**config.mk**
```make
export PLATFORM = sky130hd
export DESIGN_NAME = integer_to_radix_digits_flat
export DESIGN_NICKNAME = d
export VERILOG_FILES = /design/src/rtl/itrd_pkg.sv /design/src/rtl/itrd_if.sv /design/src/rtl/integer_to_radix_digits.sv /design/src/rtl/itrd_divider.sv /design/src/rtl/itrd_digit_store.sv /design/src/flat_wrapper.sv
export SDC_FILE = /design/constraint.sdc
export NUM_CORES = 1
export LEC_CHECK = 0
export ABC_AREA = 1
export BUFFER_PORTS_ARGS = -buffer_cell sky130_fd_sc_hd__clkbuf_2
export CAP_MARGIN = 20
export CORE_UTILIZATION = 33
export CTS_BUF_LIST = sky130_fd_sc_hd__clkbuf_4 sky130_fd_sc_hd__clkbuf_8
export DETAILED_ROUTE_END_ITERATION = 10
export GPL_ROUTABILITY_DRIVEN = 0
export PLACE_DENSITY_LB_ADDON = 0.3
export SLEW_MARGIN = 15
export SYNTH_ARGS = -nofsm -noshare
export SYNTH_HDL_FRONTEND = slang
export SYNTH_HIERARCHICAL = 1
export SYNTH_SLANG_ARGS = --single-unit
export TNS_END_PERCENT = 30
```
**constraint.sdc**
```tcl
create_clock -name clk -period 18.5 [get_ports clk]
set_input_delay 0.925 -clock clk [delete_from_list [all_inputs] [get_ports clk]]
set_output_delay 0.925 -clock clk [all_outputs]
set_load 0.02 [all_outputs]
```
**src/rtl/itrd_pkg.sv**
```systemverilog
// itrd_pkg: shared types, constants and the digit-to-ascii function
// for the integer to radix digits converter; depends on nothing

package itrd_pkg;

  // quotient bits resolved per cycle by the shared divider
  localparam int DIV_STEP_BITS = 4;

  localparam logic [5:0] RADIX_MIN = 6'd2;
  localparam logic [5:0] RADIX_MAX = 6'd36;
  localparam logic [5:0] DEC_DIGITS = 6'd10;

  localparam logic [6:0] ASCII_ZERO = 7'h30;
  localparam logic [6:0] ASCII_NINE = 7'h39;
  localparam logic [6:0] ASCII_A = 7'h41;
  localparam logic [6:0] ASCII_Z = 7'h5A;

  typedef enum logic [2:0] {
    S_IDLE,
    S_DIV_GO,
    S_DIV_WAIT,
    S_READ,
    S_SHOW
  } state_t;

  function automatic logic [6:0] digit_to_ascii(input logic [5:0] d);
    logic [6:0] res;
    if (d < DEC_DIGITS) begin
      res = ASCII_ZERO + {1'b0, d};
    end else begin
      res = ASCII_A + {1'b0, d} - {1'b0, DEC_DIGITS};
    end
    return res;
  endfunction

endpackage

```
**src/rtl/itrd_if.sv**
```systemverilog
// itrd_in_if / itrd_out_if: valid-ready channels of the converter
// depends on nothing

interface itrd_in_if #(
  parameter int VALUE_BITS = 31
);
  logic                  valid;
  logic                  ready;
  logic [VALUE_BITS-1:0] value;
  logic [5:0]            radix;

  modport source (output valid, output value, output radix, input ready);
  modport sink (input valid, input value, input radix, output ready);
endinterface

interface itrd_out_if;
  logic       valid;
  logic       ready;
  logic [6:0] digit_char;
  logic       has_digit;
  logic       last;

  modport source (output valid, output digit_char, output has_digit, output last, input ready);
  modport sink (input valid, input digit_char, input has_digit, input last, output ready);
endinterface

```
**src/rtl/integer_to_radix_digits.sv**
```systemverilog
// integer_to_radix_digits: converts an unsigned integer into ascii digits of
// a radix from 2 to 36, most significant digit first, last digit marked.
// One word is taken, then the block is busy until its last digit has gone
// out. Each digit costs one pass of the shared divider, which resolves four
// quotient bits a cycle; the block then reads the remainder memory and hands
// out each digit in turn. The radix is clamped into 2..36. If a value has
// more than MAX_DIGITS digits, only the low MAX_DIGITS digits are produced.
// Depends on itrd_pkg, the channel interfaces, itrd_divider and
// itrd_digit_store.

module integer_to_radix_digits #(
  parameter int VALUE_BITS = 31,
  parameter int MAX_DIGITS = 32
) (
  input logic        clk,
  input logic        rst_n,
  itrd_in_if.sink    in_ch,
  itrd_out_if.source out_ch
);

  localparam int IDX_W = $clog2(MAX_DIGITS);
  localparam int CNT_W = $clog2(MAX_DIGITS + 1);

  // sequencer state and working registers
  itrd_pkg::state_t      state_r, state_nxt;
  logic [VALUE_BITS-1:0] quot_r, quot_nxt;   // running quotient
  logic [5:0]            radix_r, radix_nxt; // clamped radix
  logic [CNT_W-1:0]      cnt_r, cnt_nxt;     // digits produced so far
  logic [IDX_W-1:0]      rd_idx_r, rd_idx_nxt;
  logic                  zero_r, zero_nxt;   // zero value: no digit

  // divider and memory hookup
  logic                  div_start;
  logic                  div_done;
  logic [VALUE_BITS-1:0] div_quot;
  logic [5:0]            div_rem;
  logic                  st_wr_en;
  logic [5:0]            st_rd_data;

  assign div_start = (state_r == itrd_pkg::S_DIV_GO);
  assign st_wr_en  = (state_r == itrd_pkg::S_DIV_WAIT) && div_done;

  itrd_divider #(
    .VALUE_BITS(VALUE_BITS)
  ) u_div (
    .clk      (clk),
    .rst_n    (rst_n),
    .start    (div_start),
    .dividend (quot_r),
    .divisor  (radix_r),
    .done     (div_done),
    .quotient (div_quot),
    .remainder(div_rem)
  );

  // remainders land least significant first, read back in reverse
  itrd_digit_store #(
    .MAX_DIGITS(MAX_DIGITS)
  ) u_store (
    .clk    (clk),
    .wr_en  (st_wr_en),
    .wr_addr(cnt_r[IDX_W-1:0]),
    .wr_data(div_rem),
    .rd_addr(rd_idx_r),
    .rd_data(st_rd_data)
  );

  always_ff @(posedge clk) begin
    if (!rst_n) begin
      state_r <= itrd_pkg::S_IDLE;
      quot_r  <= '0;
      cnt_r   <= '0;
      zero_r  <= 1'b0;
    end else begin
      state_r <= state_nxt;
      quot_r  <= quot_nxt;
      cnt_r   <= cnt_nxt;
      zero_r  <= zero_nxt;
    end
  end

  always_ff @(posedge clk) begin
    radix_r  <= radix_nxt;
    rd_idx_r <= rd_idx_nxt;
  end

  // final word: the zero case or the least significant digit
  logic show_last;
  assign show_last = zero_r || (rd_idx_r == '0);

  always_comb begin
    state_nxt  = state_r;
    quot_nxt   = quot_r;
    radix_nxt  = radix_r;
    cnt_nxt    = cnt_r;
    rd_idx_nxt = rd_idx_r;
    zero_nxt   = zero_r;

    in_ch.ready       = 1'b0;
    out_ch.valid      = 1'b0;
    out_ch.has_digit  = !zero_r;
    out_ch.digit_char = zero_r ? 7'd0 : itrd_pkg::digit_to_ascii(st_rd_data);
    out_ch.last       = show_last;

    case (state_r)
      itrd_pkg::S_IDLE: begin
        in_ch.ready = 1'b1;
        if (in_ch.valid) begin
          quot_nxt = in_ch.value;
          cnt_nxt  = '0;
          if (in_ch.radix < itrd_pkg::RADIX_MIN) begin
            radix_nxt = itrd_pkg::RADIX_MIN;
          end else if (in_ch.radix > itrd_pkg::RADIX_MAX) begin
            radix_nxt = itrd_pkg::RADIX_MAX;
          end else begin
            radix_nxt = in_ch.radix;
          end
          if (in_ch.value == '0) begin
            zero_nxt  = 1'b1;
            state_nxt = itrd_pkg::S_SHOW;
          end else begin
            zero_nxt  = 1'b0;
            state_nxt = itrd_pkg::S_DIV_GO;
          end
        end
      end
      itrd_pkg::S_DIV_GO: begin
        state_nxt = itrd_pkg::S_DIV_WAIT;
      end
      itrd_pkg::S_DIV_WAIT: begin
        if (div_done) begin
          quot_nxt = div_quot;
          cnt_nxt  = cnt_r + CNT_W'(1);
          // stop when the quotient runs out or the store is full
          if (div_quot == '0 || cnt_r == CNT_W'(MAX_DIGITS - 1)) begin
            rd_idx_nxt = cnt_r[IDX_W-1:0];
            state_nxt  = itrd_pkg::S_READ;
          end else begin
            state_nxt = itrd_pkg::S_DIV_GO;
          end
        end
      end
      itrd_pkg::S_READ: begin
        state_nxt = itrd_pkg::S_SHOW;
      end
      itrd_pkg::S_SHOW: begin
        out_ch.valid = 1'b1;
        if (out_ch.ready) begin
          if (show_last) begin
            quot_nxt  = '0;
            zero_nxt  = 1'b0;
            state_nxt = itrd_pkg::S_IDLE;
          end else begin
            rd_idx_nxt = rd_idx_r - IDX_W'(1);
            state_nxt  = itrd_pkg::S_READ;
          end
        end
      end
      default: begin
        state_nxt = itrd_pkg::S_IDLE;
      end
    endcase
  end

endmodule

```
**src/rtl/itrd_divider.sv**
```systemverilog
// itrd_divider: iterative restoring divider by a 6-bit radix,
// DIV_STEP_BITS quotient bits per cycle; depends on itrd_pkg

module itrd_divider #(
  parameter int VALUE_BITS = 31
) (
  input  logic                  clk,
  input  logic                  rst_n,
  input  logic                  start,
  input  logic [VALUE_BITS-1:0] dividend,
  input  logic [5:0]            divisor,
  output logic                  done,
  output logic [VALUE_BITS-1:0] quotient,
  output logic [5:0]            remainder
);

  localparam int SB    = itrd_pkg::DIV_STEP_BITS;
  localparam int STEPS = (VALUE_BITS + SB - 1) / SB;
  localparam int PAD_W = STEPS * SB;
  localparam int CNT_W = $clog2(STEPS + 1);

  logic [PAD_W-1:0] q_r;
  logic [5:0]       rem_r;
  logic [CNT_W-1:0] cnt_r;
  logic             busy_r;
  logic             done_r;

  logic [6:0]       rem_w;
  logic [SB-1:0]    qbits;

  // shift-compare-subtract steps, one per quotient bit, on the narrow partial remainder
  always_comb begin
    rem_w = {1'b0, rem_r};
    qbits = '0;
    for (int i = 0; i < SB; i++) begin
      rem_w = {rem_w[5:0], q_r[PAD_W-1-i]};
      if (rem_w >= {1'b0, divisor}) begin
        rem_w = rem_w - {1'b0, divisor};
        qbits[SB-1-i] = 1'b1;
      end
    end
  end

  always_ff @(posedge clk) begin
    if (!rst_n) begin
      busy_r <= 1'b0;
      done_r <= 1'b0;
      cnt_r  <= '0;
    end else begin
      done_r <= 1'b0;
      if (start && !busy_r) begin
        busy_r <= 1'b1;
        cnt_r  <= CNT_W'(STEPS);
      end else if (busy_r) begin
        cnt_r <= cnt_r - CNT_W'(1);
        if (cnt_r == CNT_W'(1)) begin
          busy_r <= 1'b0;
          done_r <= 1'b1;
        end
      end
    end
  end

  always_ff @(posedge clk) begin
    if (start && !busy_r) begin
      q_r   <= PAD_W'(dividend);
      rem_r <= '0;
    end else if (busy_r) begin
      q_r   <= {q_r[PAD_W-SB-1:0], qbits};
      rem_r <= rem_w[5:0];
    end
  end

  assign done      = done_r;
  assign quotient  = q_r[VALUE_BITS-1:0];
  assign remainder = rem_r;

endmodule

```
**src/rtl/itrd_digit_store.sv**
```systemverilog
// itrd_digit_store: remainder memory, one write port and one
// registered read port; depends on nothing

module itrd_digit_store #(
  parameter int MAX_DIGITS = 32
) (
  input  logic                          clk,
  input  logic                          wr_en,
  input  logic [$clog2(MAX_DIGITS)-1:0] wr_addr,
  input  logic [5:0]                    wr_data,
  input  logic [$clog2(MAX_DIGITS)-1:0] rd_addr,
  output logic [5:0]                    rd_data
);

  logic [5:0] mem [MAX_DIGITS];
  logic [5:0] rd_data_r;

  always_ff @(posedge clk) begin
    if (wr_en) begin
      mem[wr_addr] <= wr_data;
    end
    rd_data_r <= mem[rd_addr];
  end

  assign rd_data = rd_data_r;

endmodule

```
**src/flat_wrapper.sv**
```systemverilog
// flat-port wrapper written by rule: the top's interface ports become plain ports
module integer_to_radix_digits_flat 
#(
  parameter int VALUE_BITS = 31,
  parameter int MAX_DIGITS = 32
)
  (clk, rst_n, in_ch_valid, in_ch_value, in_ch_radix, in_ch_ready, out_ch_valid, out_ch_digit_char, out_ch_has_digit, out_ch_last, out_ch_ready);
  itrd_in_if #(.VALUE_BITS(VALUE_BITS)) in_ch_i ();
  itrd_out_if out_ch_i ();
  input logic clk;
  input logic rst_n;
  input wire logic [$bits(in_ch_i.valid)-1:0] in_ch_valid;
  input wire logic [$bits(in_ch_i.value)-1:0] in_ch_value;
  input wire logic [$bits(in_ch_i.radix)-1:0] in_ch_radix;
  output wire logic [$bits(in_ch_i.ready)-1:0] in_ch_ready;
  output wire logic [$bits(out_ch_i.valid)-1:0] out_ch_valid;
  output wire logic [$bits(out_ch_i.digit_char)-1:0] out_ch_digit_char;
  output wire logic [$bits(out_ch_i.has_digit)-1:0] out_ch_has_digit;
  output wire logic [$bits(out_ch_i.last)-1:0] out_ch_last;
  input wire logic [$bits(out_ch_i.ready)-1:0] out_ch_ready;
  assign in_ch_i.valid = in_ch_valid;
  assign in_ch_i.value = in_ch_value;
  assign in_ch_i.radix = in_ch_radix;
  assign in_ch_ready = in_ch_i.ready;
  assign out_ch_valid = out_ch_i.valid;
  assign out_ch_digit_char = out_ch_i.digit_char;
  assign out_ch_has_digit = out_ch_i.has_digit;
  assign out_ch_last = out_ch_i.last;
  assign out_ch_i.ready = out_ch_ready;
  integer_to_radix_digits #(.VALUE_BITS(VALUE_BITS), .MAX_DIGITS(MAX_DIGITS)) u_core (.clk(clk), .rst_n(rst_n), .in_ch(in_ch_i), .out_ch(out_ch_i));
endmodule
```
# Word-level counts from Yosys, hierarchy flattened
# Memories as Yosys holds them, arrays and structs flattened. A register that Yosys moved wholly into a read port is not among the register bits.
# Cells that the tools add are included.
# word_totals
output_inout_bits	11
mem_count	1
register_bits	96
ram_bits	192
inputBits	41
# memory_table
memory	words	word_bits	rd	rd_clocked_by_memory_dff	wr	line_no	rtl
u_core.u_store.mem	32	6	1	1	1	itrd_digit_store.sv:15	logic [5:0] mem [MAX_DIGITS];
# classes
add_sub_neg	10
n_lt_le_gt_ge	7
mux	48
n_eq_ne	12
reduce_logical	24
bitwise	2
# op_table
cell	n
two-way mux 31 bit	6
case mux 31 bit (3 select lines)	1
logical NOT 31 bit	2
two-way mux 6 bit	7
greater-or-equal comparator 7 x 6 -> 1 bit	4
subtractor 6 bit	4
two-way mux 5 bit	4
two-way mux 1 bit	16
case mux 3 bit (5 select lines)	1
two-way mux 7 bit	2
two-way mux 3 bit	4
inequality test 2 bit (second input constant)	6
case mux 6 bit (2 select lines)	1
case mux 5 bit (2 select lines)	1
AND reduction 5 bit	2
two-way mux 4 bit	2
nonzero test 2 bit	4
adder 6 x 6 -> 7 bit (first input constant)	1
adder 7 x 6 -> 7 bit (first input constant)	1
subtractor 7 x 4 -> 7 bit (second input constant)	1
adder 6 x 1 -> 6 bit (second input constant)	1
== test 3 x 2 -> 1 bit (second input constant)	2
== test 6 x 5 -> 1 bit (second input constant)	1
greater-than comparator 6 bit (second input constant)	1
other kinds (21)	28

# Depth between registers and ports, before layout
# Gate-level depths: netlist of run 1.
# depth
word_depth	10
depth_mapped	41

# Modules after synthesis
# The synthesis of run 1 kept the hierarchy.
# modules_own_cells
module	cells_per_inst	instances	area_each_um2
itrd_digit_store	704	1	8077.7
itrd_divider	460	1	3514.6
integer_to_radix_digits	460	1	3017.9

# Worst setup path after synthesis of run 1
# No wires, ideal clock.
# synth_timing
path_type	register to register
startpoint	reg u_core.u_div.rem_r[1] (netlist: u_core/u_div/remainder[1])
endpoint	reg u_core.u_div.q_r[0] (data pin)
t_required_ns	18.229
synth_period_minus_slack_ns	5.983
stages_incl_launch_ff	37
t_arrival_ns	5.712
path_slack_ns	12.517
setup_ns	0.271
cell_sequence	dfxtp_1 -> ha_1 -> buf_6 -> a21oi_2 -> nand3_1 -> nand2_2 -> nand3_1 -> nand2_1 -> inv_1 -> ha_1 -> a21o_1 -> nand2_1 -> nand3_1 -> nand2_1 -> nand3_2 -> nand2_1 -> nand2_1 -> inv_1 -> ha_1 -> a21oi_1 -> nand2_1 -> a21boi_0 -> o21a_1 -> a21boi_4 -> nand3_1 -> nand2_1 -> inv_1 -> ha_1 -> a21oi_1 -> nand2_1 -> nand2_1 -> nand2_1 -> a21oi_1 -> o21a_1 -> inv_1 -> nor2_4 -> a31oi_1
# synth_via
elab_chain_cells	10
word_cells_on_any_way	13
classes_between	add/sub: 3; order compare: 4; mux: 6
# synth_lines
element	line_no	rtl
start, declared	itrd_divider.sv:23	logic [5:0] rem_r;
start signal, assigned	itrd_divider.sv:70	rem_r <= rem_w[5:0];
subtractor 6 bit or greater-or-equal comparator 7 x 6 -> 1 bit (tied branches)	itrd_divider.sv:38, itrd_divider.sv:37	
two-way mux 6 bit (*)	itrd_divider.sv:37	if (rem_w >= {1'b0, divisor}) begin
subtractor 6 bit or greater-or-equal comparator 7 x 6 -> 1 bit (tied branches)	itrd_divider.sv:38, itrd_divider.sv:37	
two-way mux 6 bit (*)	itrd_divider.sv:37	
subtractor 6 bit or greater-or-equal comparator 7 x 6 -> 1 bit (tied branches)	itrd_divider.sv:38, itrd_divider.sv:37	
two-way mux 6 bit (*)	itrd_divider.sv:37	
greater-or-equal comparator 7 x 6 -> 1 bit (*)	itrd_divider.sv:37	
two-way mux 1 bit (*)	itrd_divider.sv:37	
two-way mux 31 bit (*)	itrd_divider.sv:68	end else if (busy_r) begin
two-way mux 31 bit (*)	itrd_divider.sv:65	if (start && !busy_r) begin
end signal, assigned	itrd_divider.sv:66	q_r <= PAD_W'(dividend);
end signal, assigned	itrd_divider.sv:69	q_r <= {q_r[PAD_W-SB-1:0], qbits};
end, declared	itrd_divider.sv:22	logic [PAD_W-1:0] q_r;
# Every way passes the cells marked *; elsewhere a longest branch is shown, timed or not. The select of a mux whose other input is x is not followed.
# A chain may end at the register's enable or synchronous reset.

# Worst setup path in the final report of run 1
# layout_timing
startpoint	reg u_core.radix_r[1]
endpoint	reg u_core.u_div.q_r[0] (data pin)
# layout_via
elab_chain_cells	10
word_cells_on_any_way	13
classes_between	add/sub: 3; order compare: 4; mux: 6
# layout_lines
element	line_no	rtl
start, declared	integer_to_radix_digits.sv:27	logic [5:0] radix_r, radix_nxt;
start signal, assigned	integer_to_radix_digits.sv:83	radix_r <= radix_nxt;
subtractor 6 bit or greater-or-equal comparator 7 x 6 -> 1 bit (tied branches)	itrd_divider.sv:38, itrd_divider.sv:37	
two-way mux 6 bit	itrd_divider.sv:37	
subtractor 6 bit or greater-or-equal comparator 7 x 6 -> 1 bit (tied branches)	itrd_divider.sv:38, itrd_divider.sv:37	
two-way mux 6 bit	itrd_divider.sv:37	
subtractor 6 bit or greater-or-equal comparator 7 x 6 -> 1 bit (tied branches)	itrd_divider.sv:38, itrd_divider.sv:37	
two-way mux 6 bit	itrd_divider.sv:37	
greater-or-equal comparator 7 x 6 -> 1 bit (*)	itrd_divider.sv:37	
two-way mux 1 bit (*)	itrd_divider.sv:37	
two-way mux 31 bit (*)	itrd_divider.sv:68	
two-way mux 31 bit (*)	itrd_divider.sv:65	
# Marks and branches as above.

==> results.md, run 1 <==
* Status: completed
* Crit Path Max Fanout at 9
* RSZ-0062 raised after global routing: no
* Drt wl/cell at roughly 16 µm
* Htree depth at 2
* Min Tclk post-route at 6.553 ns
* Synthesized Nets at 1700
* Clk buf depth at 3
* HPWL Detailed at between 20 and 25 mm
* R2R Path End: u_core/u_div/q_r[0]$_DFFE_PP_
* Clock transition at the registers of the reported paths at 0.06 ns
* Fin Setup TNS at 0 ns
* Gr ovfl total at 0
* Number of global-route vias before repair at between 10000 and 15000
* Worst min path class: flip-flop to flip-flop
* Register area share after synthesis at 0.5632
* I/O Buffers at 51
* Die Y at about 210 µm
* Final hold viol count at 0
* CTS resizes at 0
* Max incr delay on CP at ~0.47 ns
* Clock skew at between 0.015 and 0.02 ns
* Initial Util at 0.3369
* Max cap viols at 0
* Mapped Area at approximately 15000 µm²
* Post-synthesis register bit count at 294
* Global-route wire length before repair at about 57 mm
* Tcrit/Tclk final at 0.3542
* Rel. slew slack at 0.2634
* Vias at between 10000 and 15000
* WP data arrival at 6.87 ns
* Hold EP: u_core/u_div/cnt_r[1]$_SDFFE_PP0P_
* Req. time, crit path at approximately 19 ns
* Initial antenna violation count at 0
* CP Launch Type: flip-flop
* Clock Latency Late Sink at slightly below 0.6 ns
* CTS tree: built
* Io pins at 52
* Setup CP Type: flip-flop to flip-flop
* Most frequent CP cell: nand2_1
* Post-Place Setup Slack at roughly 12 ns
* Final instance area at around 16000 µm²
* YS warnings at 6
* Share of layout cells above drive strength 1 at 0.1055
* CTS sink count at slightly below 300
* Worst slew pin tran at between 1 and 1.5 ns
* Reg-to-reg critical path startpoint: u_core/radix_r[1]$_SDFFCE_PP1P_
* # rows at 76
* Core area at 43360 µm²
* Achievable Freq at 152.6 MHz
* Antenna cells at 0
* Largest net degree at the start of global routing at 97
* Critical Path Slowest Stage Cell: edfxtp_1
* Routed Wire Length at roughly 36 mm
* DRC Markers at 0
* Syn avg cell area at about 9 µm²
* Remaining antenna violation count at 0
* DR iter-0 viols at 757
* All-layer global routing usage at 0.1619
* TritonRoute pass-1 iters at 6
* Layout area overhead at 9.301%
* Setup Buffers After CTS at 0
* Mapped Cells at 1624
* R2r worst-path depth at 37
* Nets at 1719
* Hold_buf cts at 0
* Slew Viols, Final at 0
* DIE WIDTH at between 200 and 250 µm
* Crit. End Element: flip-flop
* Worst Hold Depth at 2
* Setup violations, final at 0
* Root buffer cell: clkbuf_8
* PnR worst setup slack at roughly 12 ns
* R2r setup slk at approximately 12 ns
* Cts bufs inserted at 46
* Unique cell type count in the Yosys netlist at 48
* Die ar. at between 40000 and 50000 µm²
* Hold_sp: u_core/u_div/cnt_r[1]$_SDFFE_PP0P_
* Post-Place Cell Area at about 15000 µm²
* Vias/cell at slightly below 5
[state kept, by name (all words and copies together), names as in the netlist]
| signal | flops |
|---|---|
| u_core/u_div/busy_r | 1 |
| u_core/rd_idx_r | 5 |
| u_core/u_div/remainder | 6 |
| u_core/u_store/mem | 192 |
| u_core/state_r | 3 |
| u_core/cnt_r | 6 |
| u_core/u_div/q_r | 32 |
| u_core/zero_r | 1 |
| u_core/u_store/rd_data | 6 |
| u_core/u_div/done | 1 |
| u_core/radix_r | 6 |
| u_core/u_div/cnt_r | 4 |
| u_core/quot_r | 31 |
[worst max path at each step]
stage	to	start	slack, ns	cells after the start
final	u_core/u_div/q_r[0]$_DFFE_PP_	u_core/radix_r[1]$_SDFFCE_PP1P_	11.95	37
after global routing	u_core/u_div/remainder[4]$_SDFFE_PP0P_	u_core/radix_r[1]$_SDFFCE_PP1P_	11.29	39
after CTS	u_core/u_div/q_r[0]$_DFFE_PP_	u_core/radix_r[1]$_SDFFCE_PP1P_	12.00	37
after detailed placement	u_core/u_div/q_r[0]$_DFFE_PP_	u_core/radix_r[1]$_SDFFCE_PP1P_	12.00	37
after global placement	u_core/u_div/q_r[0]$_DFFE_PP_	u_core/radix_r[1]$_SDFFCE_PP1P_	12.21	36
after floorplan	u_core/u_div/q_r[0]$_DFFE_PP_	u_core/u_div/remainder[1]$_SDFFE_PP0P_	12.52	36
[layout by cell type (no fill, tap or decap), drive strengths merged, types with 4 or more instances in the layout]
cell and instances:
a21oi 31, a31oi 8, buf 13, clkbuf 116, clkinv 17, dfxtp 60
edfxtp 234, fa 4, ha 31, inv 133, nand2 533, nand3 198
nand3b 6, nand4 16, nor2 154, nor3 9, o21ai 85, or2 4
xnor2 7, xor2 8
[area by class of cell]
cell class                      instances  area, µm²
Clock buffer                           65      788.3
Fill cell                            4463      27390
Tap cell                              585      732.0
Multi-Input combinational cell       1104       5265
Timing Repair Buffer                   64      372.9
Sequential cell                       294       8228
Clock inverter                         17      78.83
Inverter                              133      504.2
[cells by family after synthesis]
family / after synthesis / share of synthesized area
AOI/OAI and AO/OA: 133 / 0.04959
xor gates and xnor gates: 15 / 0.008992
adders and majority gates: 35 / 0.03203
buffers and inverters: 226 / 0.07648
DFF: 294 / 0.5632
and+or+nand+nor: 921 / 0.2698
[cells in the mapped netlist (all sizes together)]
library cell	instances	share of area
nand2	533	0.14
edfxtp	234	0.48
nand3	198	0.071
nor2	154	0.042
inv	131	0.034
o21ai	85	0.029
buf	72	0.037
dfxtp	60	0.082
a21oi	31	0.012
ha	31	0.027
clkbuf	21	0.0054
nand4	16	0.0079
nor3	9	0.0042
a31oi	8	0.0034
xor2	8	0.0048
xnor2	7	0.0042
nand3b	6	0.0031
fa	4	0.0055
or2	4	0.0019
a21boi	2	0.0018
clkinv	2	0.00051
o21a	2	0.0010
a211oi	1	0.00051
a21o	1	0.00051
nor3b	1	0.00051
o211ai	1	0.00051
o22ai	1	0.00043
o41ai	1	0.00060
[worst max-delay path: cells and delay by family (launching register included)]
family          cells  cell delay, ns
compound gates      9            1.89
buf+inv             5            0.45
fa+ha+maj           4            1.30
simple gates       19            2.17
flops               1            0.47
[per-stage QoR]
| step | instances | util | hold slack [ns] |
|---|---|---|---|
| after CTS | 2262 | 0.3683 | 0.4769 |
| after global routing | 2262 | 0.3683 | 0.4928 |
| after detailed placement | 2180 | 0.3483 | 0.4683 |
| after global placement | 2179 | 0.3476 | 0.4588 |
| after floorplan | 1624 | - | 0.4437 |
| final | 2262 | 0.3683 | 0.4684 |
[metal layers]
layer  routed length [µm]  GRT usage
met5                    0          0
met4                  814    0.05011
met3                 1903    0.02614
met2                17300     0.2709
met1                16170     0.2137
Power of run 1 is not shown: default switching activity piles up to over one toggle a cycle in this logic, so the estimate is an artifact.
==> run 2, diff against run 1 <==
==> constraint.sdc (replaced) <==
create_clock -name clk -period 5.9 [get_ports clk]
set_input_delay 0.295 -clock clk [delete_from_list [all_inputs] [get_ports clk]]
set_output_delay 0.295 -clock clk [all_outputs]
set_load 0.02 [all_outputs]
==> run 2 against run 1 <==
- clock-buffer cell count up 10
- routed wire length is 0.31% lower
- first-iteration DRC count fell by 2.8%
- via count increased by 0.33%
- sequential share of layout area fell by 1.3 points
- critical path depth is 2 higher
- critical path type unchanged
- critical endpoint unchanged
==> results.md, run 2 (synthesis gave the netlist of run 1 again) <==
* # rows at 76
* DRC Markers at 0
* Reg-to-reg critical path startpoint: u_core/radix_r[5]$_SDFFCE_PP0P_
* Fill count at 4432
* Status: completed
* Non-filler cells, final at 2292
* Finished Core Util at 0.3775
* Max reg flops at around 190
* WP buf/inv at 9
* Vias/cell at roughly 4.8
* Tcrit/Tclk final at 0.9300
* Reg with most FFs: u_core/u_store/mem
* Worst Setup SP: u_core/radix_r[5]$_SDFFCE_PP0P_
* I/O Buffers at approximately 50
* DIE WIDTH at between 200 and 250 µm
* Crit Path Max Fanout at 7
* Max cap viols at 0
* Htree depth at 2
* WP data arrival at between 5 and 6 ns
* Slew Viols, Final at 0
* Final instance area at between 15000 and 20000 µm²
* Core area at roughly 43000 µm²
* Layout area overhead at 12.04%
* Achievable Freq at about 180 MHz
* Routed Wire Length at 36.08 mm
* Root buffer cell: clkbuf_8
* CTS sink count at around 290
* Nets at between 1500 and 2000
* Global-route wire length before repair at roughly 57 mm
* CP Launch Type: flip-flop
* Drt wl/cell at approximately 16 µm
* Vias at about 11000
* Critical Path Slowest Stage Cell: edfxtp_1
* All-layer global routing usage at 0.1610
* Worst min path class: input pin to flip-flop
* Most frequent CP cell: nand2_1
* Die ar. at roughly 45000 µm²
* Initial antenna violation count at 0
* TritonRoute pass-1 iters at 5
* Post-Place Cell Area at about 15000 µm²
* Antenna cells at 0
* Rel. slew slack at 0.3214
* Share of layout cells above drive strength 1 at 0.1347
* Largest net degree at the start of global routing at 97
* HPWL Detailed at around 23 mm
* CTS tree: built
* Req. time, crit path at 6.20 ns
* Clock skew at about 0.015 ns
* Clock transition at the registers of the reported paths at around 0.060 ns
* Clock Latency Late Sink at slightly below 0.6 ns
* Io pins at 52
* Worst slew pin tran at between 1 and 1.5 ns
* DR iter-0 viols at around 740
* Gr ovfl total at 0
* Fin Setup TNS at 0 ns
* Hold_sp: out_ch_ready
* Most common cell after layout, fill and taps aside: nand2_1
* Most frequent cells in the layout: 522 x nand2_1, 234 x edfxtp_1, 191 x nand3_1, 141 x nor2_1, 122 x inv_1
* Max incr delay on CP at around 0.33 ns
* Min Tclk post-route at between 5 and 6 ns
* Setup CP Type: flip-flop to flip-flop
* Initial Util at 0.3369
* Clk buf depth at 3
* Final hold viol count at 0
* Largest regs: u_core/u_store/mem x192, u_core/u_div/q_r x32, u_core/quot_r x31
* Die Y at 212.4 µm
* Cts bufs inserted at 49
* Number of global-route vias before repair at around 11000
* Crit. End Element: flip-flop
* Remaining antenna violation count at 0
* Setup violations, final at 0
* Worst path top cell family by delay: simple AND/OR/NAND/NOR gates
* Placed cell count at 2200
## run 2: layer usage
metal / GRT usage / part of all wire / vias up
li1: - / - / 5453
met1: 0.2141 / 0.46 / 5227
met2: 0.2650 / 0.47 / 270
met3: 0.02585 / 0.048 / 55
met4: 0.05582 / 0.024 / 0
met5: 0 / 0 / -
## run 2: area by class of cell
type	instances	area [µm²]	area share
multi-input cells	1104	5380	0.3287
well taps	585	732.0	0.04471
clock buffers	75	913.4	0.05580
clock inverters	12	60.06	0.003669
repair buffers	89	550.5	0.03363
flip-flops and latches	294	8229	0.5027
inverters	133	504.2	0.03080
## run 2: worst paths after layout
kind | cells after the start | slack, ns | endpoint
setup / recovery | 39 | 0.41 | u_core/u_div/q_r[0]$_DFFE_PP_
hold / removal | 3 | 0.04 | u_core/state_r[2]$_SDFFE_PN0P_
setup reg to reg | 39 | 0.41 | u_core/u_div/q_r[0]$_DFFE_PP_
hold reg to reg | 2 | 0.46 | u_core/u_div/cnt_r[1]$_SDFFE_PP0P_
## run 2: per-stage QoR
step | setup WS (ns) | hold slack (ns)
floorplan | 0.0009273 | 0.4271
global placement | 0.1783 | 0.4573
detailed placement | 0.01145 | 0.4585
CTS | 0.05317 | 0.003450
global route | -0.008202 | 0.01505
finish | 0.4131 | 0.04214
## run 2: what timing repair did
action                                 CTS  global route
setup endpoints to repair                1             7
pin swaps                                0             5
endpoints found under the hold margin    1             0
buffers inserted                         0             3
hold buffers                             1             0
resized for setup                        1            22
## run 2: worst reg2reg max path: cells and delay by family, from the launching register on
| family | cells | cell delay [ns] |
|---|---|---|
| simple gates | 20 | 2.00 |
| buf+inv | 9 | 0.71 |
| compound gates | 6 | 0.92 |
| fa+ha+maj | 4 | 1.22 |
| flops | 1 | 0.33 |
Power of run 2 is left out for the same reason.
